### src/rtl/tsh_pkg.sv
// types and constants of the threshold screen halftoner
package tsh_pkg;

  // item opcodes
  typedef enum logic [1:0] {
    OP_PIXEL  = 2'd0,
    OP_TONE   = 2'd1,
    OP_OFFSET = 2'd2,
    OP_LEVEL  = 2'd3
  } opcode_e;

  // configuration register indexes
  typedef enum logic [1:0] {
    CFG_SCREEN_WIDTH  = 2'd0,
    CFG_SCREEN_HEIGHT = 2'd1,
    CFG_START_COLUMN  = 2'd2,
    CFG_START_ROW     = 2'd3
  } cfg_reg_e;

  localparam int unsigned CFG_DATA_W  = 8;
  localparam int unsigned VALUE_W     = 16;
  localparam int unsigned LEVEL_DEPTH = 65536;
  localparam int unsigned OUT_LEVEL_W = 8;

  typedef struct packed {
    opcode_e       opcode;
    logic [15:0]   table_index;
    logic [15:0]   table_data;
    logic [15:0]   sample;
    logic          frame_start;
    logic          line_end;
  } in_item_t;

  typedef struct packed {
    logic [OUT_LEVEL_W-1:0] level_value;
    logic                   last_in_line;
  } out_item_t;

  // configuration register set
  typedef struct packed {
    logic [7:0] screen_width;
    logic [7:0] screen_height;
    logic [6:0] start_column;
    logic [6:0] start_row;
  } cfg_t;

  // per-pixel control from the pipeline to the screen cursor
  typedef struct packed {
    logic step;
    logic frame_start;
    logic line_end;
  } cursor_ctl_t;

endpackage

### src/rtl/tsh_cursor.sv
// screen cell cursor: column and row counters and offset address
module tsh_cursor import tsh_pkg::*; #(
  parameter int unsigned MAX_SCREEN_WIDTH  = 128,
  parameter int unsigned MAX_SCREEN_HEIGHT = 128
) (
  input  logic                clk_i,
  input  logic                rst_ni,
  input  cfg_t                cfg_i,
  input  cursor_ctl_t         ctl_i,
  output logic [$clog2(MAX_SCREEN_WIDTH*MAX_SCREEN_HEIGHT)-1:0] addr_o
);

  localparam int unsigned CW  = $clog2(MAX_SCREEN_WIDTH);
  localparam int unsigned RW  = $clog2(MAX_SCREEN_HEIGHT);
  localparam int unsigned WSW = $clog2(MAX_SCREEN_WIDTH + 1);
  localparam int unsigned HSW = $clog2(MAX_SCREEN_HEIGHT + 1);
  localparam int unsigned AW  = $clog2(MAX_SCREEN_WIDTH * MAX_SCREEN_HEIGHT);

  logic [CW-1:0]  col_q, col_d, cur_col, rd_col, start_col;
  logic [RW-1:0]  row_q, row_d, cur_row, rd_row, start_row;
  logic [WSW-1:0] eff_w;
  logic [HSW-1:0] eff_h;

  // effective tile size: zero acts as one, oversize clamps to the maximum
  always_comb begin
    if (cfg_i.screen_width == '0) begin
      eff_w = WSW'(1);
    end else if (32'(cfg_i.screen_width) > 32'(MAX_SCREEN_WIDTH)) begin
      eff_w = WSW'(MAX_SCREEN_WIDTH);
    end else begin
      eff_w = WSW'(cfg_i.screen_width);
    end
    if (cfg_i.screen_height == '0) begin
      eff_h = HSW'(1);
    end else if (32'(cfg_i.screen_height) > 32'(MAX_SCREEN_HEIGHT)) begin
      eff_h = HSW'(MAX_SCREEN_HEIGHT);
    end else begin
      eff_h = HSW'(cfg_i.screen_height);
    end
  end

  // start positions clamped into the tile
  assign start_col = (32'(cfg_i.start_column) >= 32'(eff_w)) ?
                     CW'(eff_w - WSW'(1)) : CW'(cfg_i.start_column);
  assign start_row = (32'(cfg_i.start_row) >= 32'(eff_h)) ?
                     RW'(eff_h - HSW'(1)) : RW'(cfg_i.start_row);

  // frame start loads the counters before the pixel is screened
  assign cur_col = ctl_i.frame_start ? start_col : col_q;
  assign cur_row = ctl_i.frame_start ? start_row : row_q;

  // counters left beyond a shrunken tile read the last cell
  assign rd_col = (32'(cur_col) >= 32'(eff_w)) ? CW'(eff_w - WSW'(1)) : cur_col;
  assign rd_row = (32'(cur_row) >= 32'(eff_h)) ? RW'(eff_h - HSW'(1)) : cur_row;

  assign addr_o = AW'(rd_row) * AW'(MAX_SCREEN_WIDTH) + AW'(rd_col);

  // advance after the pixel
  always_comb begin
    col_d = col_q;
    row_d = row_q;
    if (ctl_i.step) begin
      if (ctl_i.line_end) begin
        col_d = start_col;
        row_d = (32'(cur_row) + 32'd1 >= 32'(eff_h)) ? '0 : RW'(cur_row + RW'(1));
      end else begin
        col_d = (32'(cur_col) + 32'd1 >= 32'(eff_w)) ? '0 : CW'(cur_col + CW'(1));
        row_d = cur_row;
      end
    end
  end

  always_ff @(posedge clk_i or negedge rst_ni) begin
    if (!rst_ni) begin
      col_q <= '0;
      row_q <= '0;
    end else begin
      col_q <= col_d;
      row_q <= row_d;
    end
  end

endmodule

### config.mk
export PLATFORM = sky130hd
export DESIGN_NAME = tsh_cursor
export DESIGN_NICKNAME = d
export VERILOG_FILES = /design/src/rtl/tsh_pkg.sv /design/src/rtl/tsh_cursor.sv
export SDC_FILE = /design/constraint.sdc
export NUM_CORES = 1
export LEC_CHECK = 0
export BUFFER_PORTS_ARGS = -buffer_cell sky130_fd_sc_hd__buf_2
export CAP_MARGIN = 20
export CORE_MARGIN = 4
export CORE_UTILIZATION = 35
export CTS_CLUSTER_SIZE = 12
export DETAILED_ROUTE_END_ITERATION = 10
export PLACE_DENSITY = 0.58
export SLEW_MARGIN = 5
export SYNTH_ARGS = -nofsm -noshare
export SYNTH_HDL_FRONTEND = slang
export SYNTH_SLANG_ARGS = --single-unit
### constraint.sdc
create_clock -name clk_i -period 4.4 [get_ports clk_i]
set_input_delay 0.22 -clock clk_i [delete_from_list [all_inputs] [get_ports clk_i]]
set_output_delay 0.22 -clock clk_i [all_outputs]
set_load 0.02 [all_outputs]
==> results.md, run 1 <==
* Die width at 98.6 µm
* Max Root-Sink Buffers at 2
* Netlist Area Pre-Place at 0.00287 mm²
* Total of max-cap violations at 0
* Logic pwr share at 0.705
* Hold WC Path Type: in -> reg
* Setup Skew at 0.000808 ns
* CTS tree: built
* Required @ worst endpoint at 4.18 ns
* Lkg Pwr at 1.72 nW
* Switching share of power at 0.451
* Total CTS buffers at 3
* Part of the power in the clock network at 0.125
* #FFs+latches synth at 14
* Worst hold start: cfg_i[11]
* Vias in the first global route at 2,804
* Startpoint types: input pin
* Rel. slew slack at 0.626
* Ports at 49
* Worst-path maximum fanout at 4
* Achievable frequency at 240 MHz
* ANT nets after route at 0
* Reg2reg path depth at 12
* Nature of the critical path endpoint: primary output
* Post-synthesis sequential area ratio at 0.122
* Worst reg-to-reg setup slack at 1.29 ns
* FF/Latch Area at 350 µm²
* Vias at 2,862
* Switching pwr at 0.470 mW
* Reg-to-reg startpoint: row_q[0]$_DFFE_PN0P_
* Final Hold Fails at 0
* Cell taking the most area after synthesis: ha_1
* Clock-pin slew of the registers on the worst-case setup and hold paths at 0.06 ns
* Die Area at 0.00972 mm²
* Input/output buffers at 48
* Initial DRC Count at 149
* CTS sink cnt at 14
* Pin count of the biggest net entering global routing at 22
* Area contributors post-synth: ha_1, dfrtp_1, mux2i_1
* Kind of critical path: in -> out
* Count leader, synth: ha_1
* Die height at 98.6 µm
* WL per Instance at 15.6 µm
* H-tree levels at 1
* HPWL after DPL at 6.95 mm
* DRC viols at 0
* Syn nets at 428
* Initial core utilization at 0.366
* Final nets at 512
* Final period util at 0.947
* GRT overflow at 0
* Post-synth EDFFs at 0
* Util after Layout at 0.478
* Core Box Area at 0.00785 mm²
* Ant. Diodes at 0
* Int Pwr at 0.573 mW
* Tmin final at 4.17 ns
* Yosys warns at 0
* Tightest Pin Transition at 0.556 ns
* Status: finished, final reports clean
* Gp weighted congestion at 0.843
* Reg2reg end: row_q[6]$_DFFE_PN0P_
* Setup-failing EPs final at 0
* Critical path arrival at 3.95 ns
* Row count at 32
* Clock root cell: clkbuf_8
* Placed cell area at 0.00364 mm²
* Final instance area at 0.00375 mm²
* Sequential power share at 0.171
* Yosys cell types at 61
* Peak supply drop at 0.109 mV
* Via/cell ratio at 5.40
* Area growth, synth to finish at 30.8%
* First-pass GRT wire length at 13.9 mm
* Worst skew pair latency at 0.25 ns
* All-Layer GR Usage at 0.170
* WHS Path Cells at 3
* Footprint of the multi-input gates at 0.00254 mm²
* Fraction of registers with async set/reset at 1.00
* Top cells by count, synth: ha_1, inv_1, nand2_1, nor2_1, a21oi_1
* Average cell area after synthesis at 8.32 µm²
* Post-synth top area share at 0.209
* Ys flop type: dfrtp_1
* Hold Path Sink: col_q[4]$_DFFE_PN0P_
* TritonRoute pass-1 iters at 4
* Slew Viols, Final at 0
* Initial antenna violation count at 0
* Share of layout cells above drive strength 1 at 0.327
* Drt total wl at 8.28 mm
* Fill cell count at 793
* Syn Inst Count at 345
* Total power per unit cell area at 278 mW/mm²
-- worst max-delay path by stage --
stage          startpoint                   end  slack [ns]  cells after the start
2_1_floorplan   cfg_i[21]  row_q[6]$_DFFE_PN0P_       -0.03                     20
3_3_place_gp    cfg_i[16]  row_q[6]$_DFFE_PN0P_        0.05                     21
3_5_place_dp    cfg_i[16]  row_q[6]$_DFFE_PN0P_       -0.05                     19
4_1_cts         cfg_i[16]             addr_o[9]         0.1                     21
5_1_grt         cfg_i[19]  row_q[6]$_DFFE_PN0P_       -0.01                     21
6_report        cfg_i[27]             addr_o[2]        0.23                     23
-- flip-flops by register name, indices dropped and copies added (netlist names) --
name,cells
row_q,7
col_q,7
-- through the flow --
step           cells  setup WS [ns]  setup TNS (ns)  power [mW]  hold slack [ns]
5_1_grt          530        -0.0122         -0.0122        1.14            0.349
4_1_cts          524         0.0985               0        1.04            0.334
3_5_place_dp     519        -0.0460         -0.0460       0.904            0.148
2_1_floorplan    345        -0.0280         -0.0511       0.678          -0.0756
6_report         530          0.233               0        1.04            0.344
3_3_place_gp     519         0.0485               0       0.893            0.144
-- worst max-delay path: stages --
cell	delay, ns
buf_2	0.12
nor4_4	0.29
a21oi_1	0.11
or2_4	0.26
inv_6	0.06
ha_4	0.18
nor2b_1	0.13
o21ai_2	0.09
a21o_1	0.24
mux2i_4	0.21
mux2i_4	0.16
inv_1	0.08
ha_1	0.29
a21boi_1	0.13
o21ai_1	0.07
nand2b_1	0.09
a21oi_1	0.08
nor2b_1	0.15
o21ai_2	0.08
a211oi_4	0.27
buf_12	0.17
mux2_4	0.30
buf_2	0.16
-- cells by family after synthesis --
logic type | count (synthesis) | share of synthesized area
flip-flops | 14 | 0.122
buffers and inverters | 40 | 0.0562
XOR/XNOR | 12 | 0.0366
AO/OA/AOI/OAI | 97 | 0.261
adder cells (fa/ha/maj) | 48 | 0.209
multiplexers | 26 | 0.107
AND/OR/NAND/NOR | 108 | 0.209
-- cell usage in the layout, fill, tap and decap left out, types with 5 or more instances in the layout --
cell,n
nand2b_1,11
nor2_1,25
dfrtp_1,14
xnor2_1,10
inv_1,28
a211oi_1,11
ha_1,47
mux2i_4,9
o21ai_0,9
mux2i_1,9
a21oi_1,19
buf_4,38
mux2_2,6
and2_1,6
nor3_1,5
a221o_1,6
nand2_1,25
nor2b_1,6
buf_2,48
a21o_1,6
nand3_1,6
-- layout make-up --
type / count / area share
repair buffers: 89 / 0.151
clock buffers: 4 / 0.0147
flip-flops and latches: 14 / 0.0933
well taps: 102 / 0.0340
multi-input cells: 291 / 0.676
inverters: 30 / 0.0313
-- repair_timing --
action,4_1_cts,5_1_grt
setup endpoints to repair,0,14
buffers inserted,0,6
gates resized for setup,0,4
hold buffers,1,0
hold endpoints to repair,14,0
-- power groups by stage --
stage	combinational, mW	clock [mW]	sequential (mW)
after floorplan	0.503	0	0.174
after global placement	0.713	0	0.179
after detailed placement	0.724	0	0.180
after CTS	0.727	0.135	0.178
after global routing	0.817	0.143	0.181
final	0.735	0.130	0.178
-- layer usage --
layer | vias up | GRT usage | wire, µm
li1 | 1462 | - | -
met1 | 1341 | 0.252 | 4130
met2 | 55 | 0.273 | 3810
met3 | 4 | 0.0219 | 313
met4 | 0 | 0.0189 | 27
met5 | - | 0 | 0
Note: power is estimated with default switching activity, not from simulation.
==> run 2, diff against run 1 <==
==> constraint.sdc (replaced) <==
create_clock -name clk_i -period 4.4 [get_ports clk_i]
set_input_delay 0.44 -clock clk_i [delete_from_list [all_inputs] [get_ports clk_i]]
set_output_delay 0.44 -clock clk_i [all_outputs]
set_load 0.02 [all_outputs]
==> run 2 against run 1 <==
Design area increased by 22%. The flow now finishes with violations (setup timing). Via count increased by 9.8%. Count of clock-buffer cells in the layout unchanged. Combinational power up 27%. Maximum frequency decreased by 6.7%. Register-to-register slack improved by 0.05 ns. Die area unchanged. Sequential cell count did not move. Clock skew up 0.0029 ns. Sequential share of layout area decreased by 1.7 points. Clock power fell by 4%.
==> results.md, run 2 (synthesis gave the netlist of run 1 again) <==
* Status: complete, but fails checks
* Failing checks: setup timing
* Vias at 3,143
* GRT overflow at 0
* Tot Pwr at 1.24 mW
* ANT nets after route at 0
* Kind of critical path: in -> out
* Part of the power in the clock network at 0.101
* Worst-path maximum fanout at 7
* Rel. slew slack at 0.600
* WL per Instance at 15.5 µm
* Die Area at 0.00972 mm²
* Achievable frequency at 224 MHz
* Die width at 98.6 µm
* Int Pwr at 0.716 mW
* RSZ-0062 raised after global routing: yes
* Setup Skew at 0.00370 ns
* Lkg Pwr at 2.11 nW
* All-Layer GR Usage at 0.190
* Vias in the first global route at 3,210
* Total power per unit cell area at 271 mW/mm²
* Tmin final at 4.46 ns
* Final period util at 1.01
* Via/cell ratio at 5.30
* CTS tree: built
* Pin count of the biggest net entering global routing at 22
* Reg2reg end: row_q[6]$_DFFE_PN0P_
* Nature of the critical path endpoint: primary output
* Total of max-cap violations at 0
* Peak supply drop at 0.165 mV
* DRC viols at 0
* Reg-to-reg startpoint: row_q[0]$_DFFE_PN0P_
* Max Root-Sink Buffers at 2
* Area growth, synth to finish at 59.3%
* Sequential power share at 0.144
* Slowest cell on crit path: mux2_4
* Row count at 32
* Logic pwr share at 0.755
* Final Hold Fails at 0
* Crit-path cells: buf_8 -> nor4_4 -> a21oi_1 -> or2_4 -> clkinv_4 -> ha_4 -> nor2b_2 -> o21ai_2 -> a21o_1 -> mux2i_4 -> mux2i_4 -> inv_2 -> ha_4 -> a21boi_2 -> o21ai_1 -> nand2b_1 -> a21oi_2 -> nor2b_1 -> o21ai_2 -> a211oi_4 -> buf_12 -> mux2_4 -> buf_6
* Worst reg-to-reg setup slack at 1.34 ns
* Most common cell after layout, fill and taps aside: buf_4
* Total CTS buffers at 3
* Fill cell count at 719
* Gp weighted congestion at 0.862
* Core Box Area at 0.00785 mm²
* Final setup margin at -0.0646 ns
* FF/Latch Area at 350 µm²
* Setup-failing EPs final at 2
* Ant. Diodes at 0
* TritonRoute pass-1 iters at 4
* Die height at 98.6 µm
* Commonest cells after routing, fill and taps aside: buf_4, ha_1, buf_2
* H-tree levels at 1
* Final nets at 575
* Share of layout cells above drive strength 1 at 0.483
* Critical path arrival at 4.02 ns
* Initial DRC Count at 138
* Input/output buffers at 48
* Placed instance count at 576
* Startpoint types: input pin
* CTS sink cnt at 14
* Clock-pin slew of the registers on the worst-case setup and hold paths at 0.06 ns
* Switching pwr at 0.524 mW
* Reg2reg path depth at 13
* Worst skew pair latency at 0.24 ns
* Crit path largest cell delay at 0.31 ns
* Switching share of power at 0.422
* Hold WC Path Type: in -> async
* Final std cells w/o fill at 593
* HPWL after DPL at 7.50 mm
* Drt total wl at 9.21 mm
* Clock root cell: clkbuf_8
* Ports at 49
* Slew Viols, Final at 0
* Footprint of the multi-input gates at 0.00278 mm²
* Initial core utilization at 0.366
* Cts-stage hold buffer count at 0
* First-pass GRT wire length at 15.5 mm
* Largest registers: col_q x7, row_q x7
* Tightest Pin Transition at 0.600 ns
* Initial antenna violation count at 0
* Required @ worst endpoint at 3.96 ns
## run 2: power groups by stage
stage	registers [mW]	clock network [mW]	logic [mW]
after floorplan	0.174	0	0.527
after global placement	0.180	0	0.811
after detailed placement	0.180	0	0.829
after CTS	0.178	0.128	0.874
after global routing	0.181	0.135	1.03
final	0.178	0.125	0.936
## run 2: cell type report
type | instances | share of cell area
Clock buffer | 4 | 0.0120
Inverter | 30 | 0.0263
Multi-Input combinational cell | 291 | 0.608
Sequential cell | 14 | 0.0766
Tap cell | 102 | 0.0279
Timing Repair Buffer | 152 | 0.250
## run 2: through the flow
stage / cell area (µm²) / worst slack [ns] / TNS, ns / hold slack (ns) / util
after floorplan: 3160 / -0.444 / -3.23 / 0.144 / -
after global placement: 4180 / -0.128 / -1.09 / 0.355 / 0.533
after detailed placement: 4180 / -0.219 / -1.93 / 0.356 / 0.533
after CTS: 4350 / -0.0524 / -0.0851 / 0.0907 / 0.554
after global routing: 4580 / -0.282 / -2.48 / 0.113 / 0.583
final: 4580 / -0.0646 / -0.0672 / 0.0857 / 0.583
## run 2: worst max-delay path, delay by kind of cell
kind | cells | cell delay, ns
fa+ha+maj | 2 | 0.40
mux | 3 | 0.70
buf+inv | 5 | 0.55
compound gates | 8 | 1.05
simple gates | 5 | 0.86
## run 2: worst max-delay path by stage
stage                         start                    to  slack, ns
final                     cfg_i[26]             addr_o[2]      -0.06
after global routing      cfg_i[29]             addr_o[2]      -0.28
after CTS                 cfg_i[27]             addr_o[2]      -0.05
after detailed placement  cfg_i[19]  row_q[6]$_DFFE_PN0P_      -0.22
after global placement    cfg_i[19]             addr_o[7]      -0.13
after floorplan           cfg_i[24]             addr_o[0]      -0.44
## run 2: timing repair
| item | 4_1_cts | 5_1_grt |
|---|---|---|
| hold endpoints to repair | 0 | 0 |
| gates resized for setup | 27 | 36 |
| setup buffers | 5 | 9 |
| gates cloned | 0 | 0 |
| setup endpoints to repair | 14 | 23 |
| pin swaps | 20 | 26 |
## run 2: routing by layer
metal  vias up  track usage  routed length (µm)
met3         6       0.0297                 272
met5         -            0                   0
li1       1585            -                   -
met1      1504        0.274                4530
met2        48        0.315                4360
met4         0       0.0147                  46
==> run 3, diff against run 2 <==
--- a/config.mk
+++ b/config.mk
@@ -7,8 +7,8 @@
 export LEC_CHECK = 0
 export BUFFER_PORTS_ARGS = -buffer_cell sky130_fd_sc_hd__buf_2
 export CAP_MARGIN = 20
-export CORE_MARGIN = 4
 export CORE_UTILIZATION = 35
+export CTS_BUF_LIST = sky130_fd_sc_hd__clkbuf_8
 export CTS_CLUSTER_SIZE = 12
 export DETAILED_ROUTE_END_ITERATION = 10
 export PLACE_DENSITY = 0.58
==> run 3 against run 2 <==
The run still ends with setup timing left. Sequential power is essentially flat. Worst setup slack gained 0.019 ns. Cell count down 0.17%. Critical path type unchanged. Critical endpoint unchanged. Highest routed layer unchanged.
==> results.md, run 3 (synthesis gave the netlist of run 1 again) <==
* Achievable frequency at 225 MHz
* Final std cells w/o fill at 592
* Initial antenna violation count at 0
* HPWL after DPL at 7.24 mm
* Global routing's busiest layer: met2
* Gp weighted congestion at 0.831
* DRC viols at 0
* Vias in the first global route at 3,086
* Tot Pwr at 1.24 mW
* Total of max-cap violations at 0
* Sequential power share at 0.143
* Required @ worst endpoint at 3.96 ns
* Worst-path maximum fanout at 7
* Largest registers: col_q x7, row_q x7
* Stages on the worst setup path at 23
* Ports at 49
* Vias at 3,127
* Cts-stage hold buffer count at 0
* Kind of critical path: in -> out
* First-pass GRT wire length at 14.8 mm
* All-Layer GR Usage at 0.216
* Final nets at 574
* CP bufs+invs at 5
* Total power per unit cell area at 272 mW/mm²
* Final period util at 1.01
* Crit-path leading delay family: compound AO/OA/AOI/OAI gates
* Reg2reg path depth at 12
* Input/output buffers at 48
* Switching share of power at 0.422
* Met1 global-route usage at 0.314
* Worst skew pair latency at 0.25 ns
* Startpoint types: input pin
* Setup Skew at 0.00413 ns
* Placed instance count at 570
* Pin count of the biggest net entering global routing at 22
* WL per Instance at 15.3 µm
* Ant. Diodes at 0
* ANT nets after route at 0
* Die height at 92.6 µm
* Failing checks: setup timing
* CTS sink cnt at 14
* Int Pwr at 0.718 mW
* Pre-CTS setup slack at -0.287 ns
* Tmin final at 4.45 ns
* Share of layout cells above drive strength 1 at 0.473
* Commonest cells after routing, fill and taps aside: buf_4, ha_1, buf_2
* Slew Viols, Final at 0
* Part of the power in the clock network at 0.105
* Slowest cell on crit path: mux2_4
* Lkg Pwr at 2.11 nW
* Initial DRC Count at 196
* Hold WC Path Type: in -> async
* Critical path arrival at 4.01 ns
* GRT overflow at 0
* Die width at 92.6 µm
* Fill cell count at 707
* Util after Layout at 0.583
* Max Root-Sink Buffers at 2
* Area growth, synth to finish at 59.4%
* Clock root cell: clkbuf_8
* Met3 usage at 0.0287
* Initial core utilization at 0.366
* Crit path largest cell delay at 0.31 ns
* Tightest Pin Transition at 0.615 ns
* Placed cell area at 0.00416 mm²
* Peak supply drop at 0.137 mV
* CTS tree: built
* TritonRoute pass-1 iters at 4
* Logic pwr share at 0.752
* Final instance area at 0.00458 mm²
* Setup-failing EPs final at 1
* Die Area at 0.00857 mm²
* Status: complete, but fails checks
* Crit-path cells: buf_6 -> nor4_4 -> a21oi_1 -> or2_4 -> clkinv_4 -> ha_4 -> nor2b_2 -> o21ai_2 -> a21o_1 -> mux2i_4 -> mux2i_4 -> inv_2 -> ha_4 -> a21boi_2 -> o21ai_1 -> nand2b_1 -> a21oi_1 -> nor2b_1 -> o21ai_2 -> a211oi_4 -> buf_12 -> mux2_4 -> buf_6
* Final setup margin at -0.0458 ns
* Core Box Area at 0.00785 mm²
* Row count at 32
* Clock-pin slew of the registers on the worst-case setup and hold paths at 0.06 ns
* Drt total wl at 9.04 mm
* Most common cell after layout, fill and taps aside: buf_4
* H-tree levels at 1
* RSZ-0062 raised after global routing: yes
* Met2 Use GR at 0.346
* Switching pwr at 0.526 mW
* Nature of the critical path endpoint: primary output
* Total CTS buffers at 3
* Rel. slew slack at 0.590
* Final Hold Fails at 0
* Via/cell ratio at 5.28
[run 3: power groups by stage]
| stage | combinational [mW] | sequential, mW | clock, mW |
|---|---|---|---|
| after detailed placement | 0.826 | 0.180 | 0 |
| after global placement | 0.808 | 0.180 | 0 |
| after CTS | 0.896 | 0.178 | 0.132 |
| after floorplan | 0.527 | 0.174 | 0 |
| after global routing | 1.02 | 0.183 | 0.138 |
| final | 0.936 | 0.179 | 0.130 |
[run 3: path summary, 6_finish.rpt]
check | endpoint | slack (ns) | start
setup reg to reg | row_q[6]$_DFFE_PN0P_ | 1.32 | row_q[0]$_DFFE_PN0P_
setup / recovery | addr_o[2] | -0.05 | cfg_i[25]
hold / removal | col_q[6]$_DFFE_PN0P_ | 0.09 | rst_ni
max in group asynchronous | row_q[4]$_DFFE_PN0P_ | 4.05 | rst_ni
hold reg to reg | row_q[2]$_DFFE_PN0P_ | 0.48 | row_q[2]$_DFFE_PN0P_
min in group clk_i | row_q[2]$_DFFE_PN0P_ | 0.48 | row_q[2]$_DFFE_PN0P_
[run 3: layout make-up]
| class | instances | area, µm² | area share |
|---|---|---|---|
| multi-input combinational | 291 | 2760 | 0.602 |
| sequential | 14 | 350 | 0.0765 |
| timing repair buffer | 151 | 1170 | 0.255 |
| inverter | 30 | 120 | 0.0262 |
| tap | 102 | 128 | 0.0279 |
| clock buffer | 4 | 55.1 | 0.0120 |
[run 3: routing by layer]
| layer | wire length, µm | share of wire |
|---|---|---|
| met1 | 4430 | 0.49 |
| met2 | 4230 | 0.47 |
| met3 | 339 | 0.037 |
| met4 | 42 | 0.0046 |
| met5 | 0 | 0 |
[run 3: stage by stage]
stage | setup TNS, ns | hold WS [ns]
6_report | -0.0458 | 0.0881
5_1_grt | -1.86 | 0.101
2_1_floorplan | -3.23 | 0.144
3_5_place_dp | -2.45 | 0.363
4_1_cts | -0.0446 | 0.0943
3_3_place_gp | -1.60 | 0.356
[run 3: timing repair]
item / 4_1_cts / 5_1_grt
buffers inserted: 13 / 6
endpoints found under the hold margin: 0 / 0
gates resized for setup: 40 / 20
setup endpoints to repair: 15 / 19
pin swaps: 20 / 4
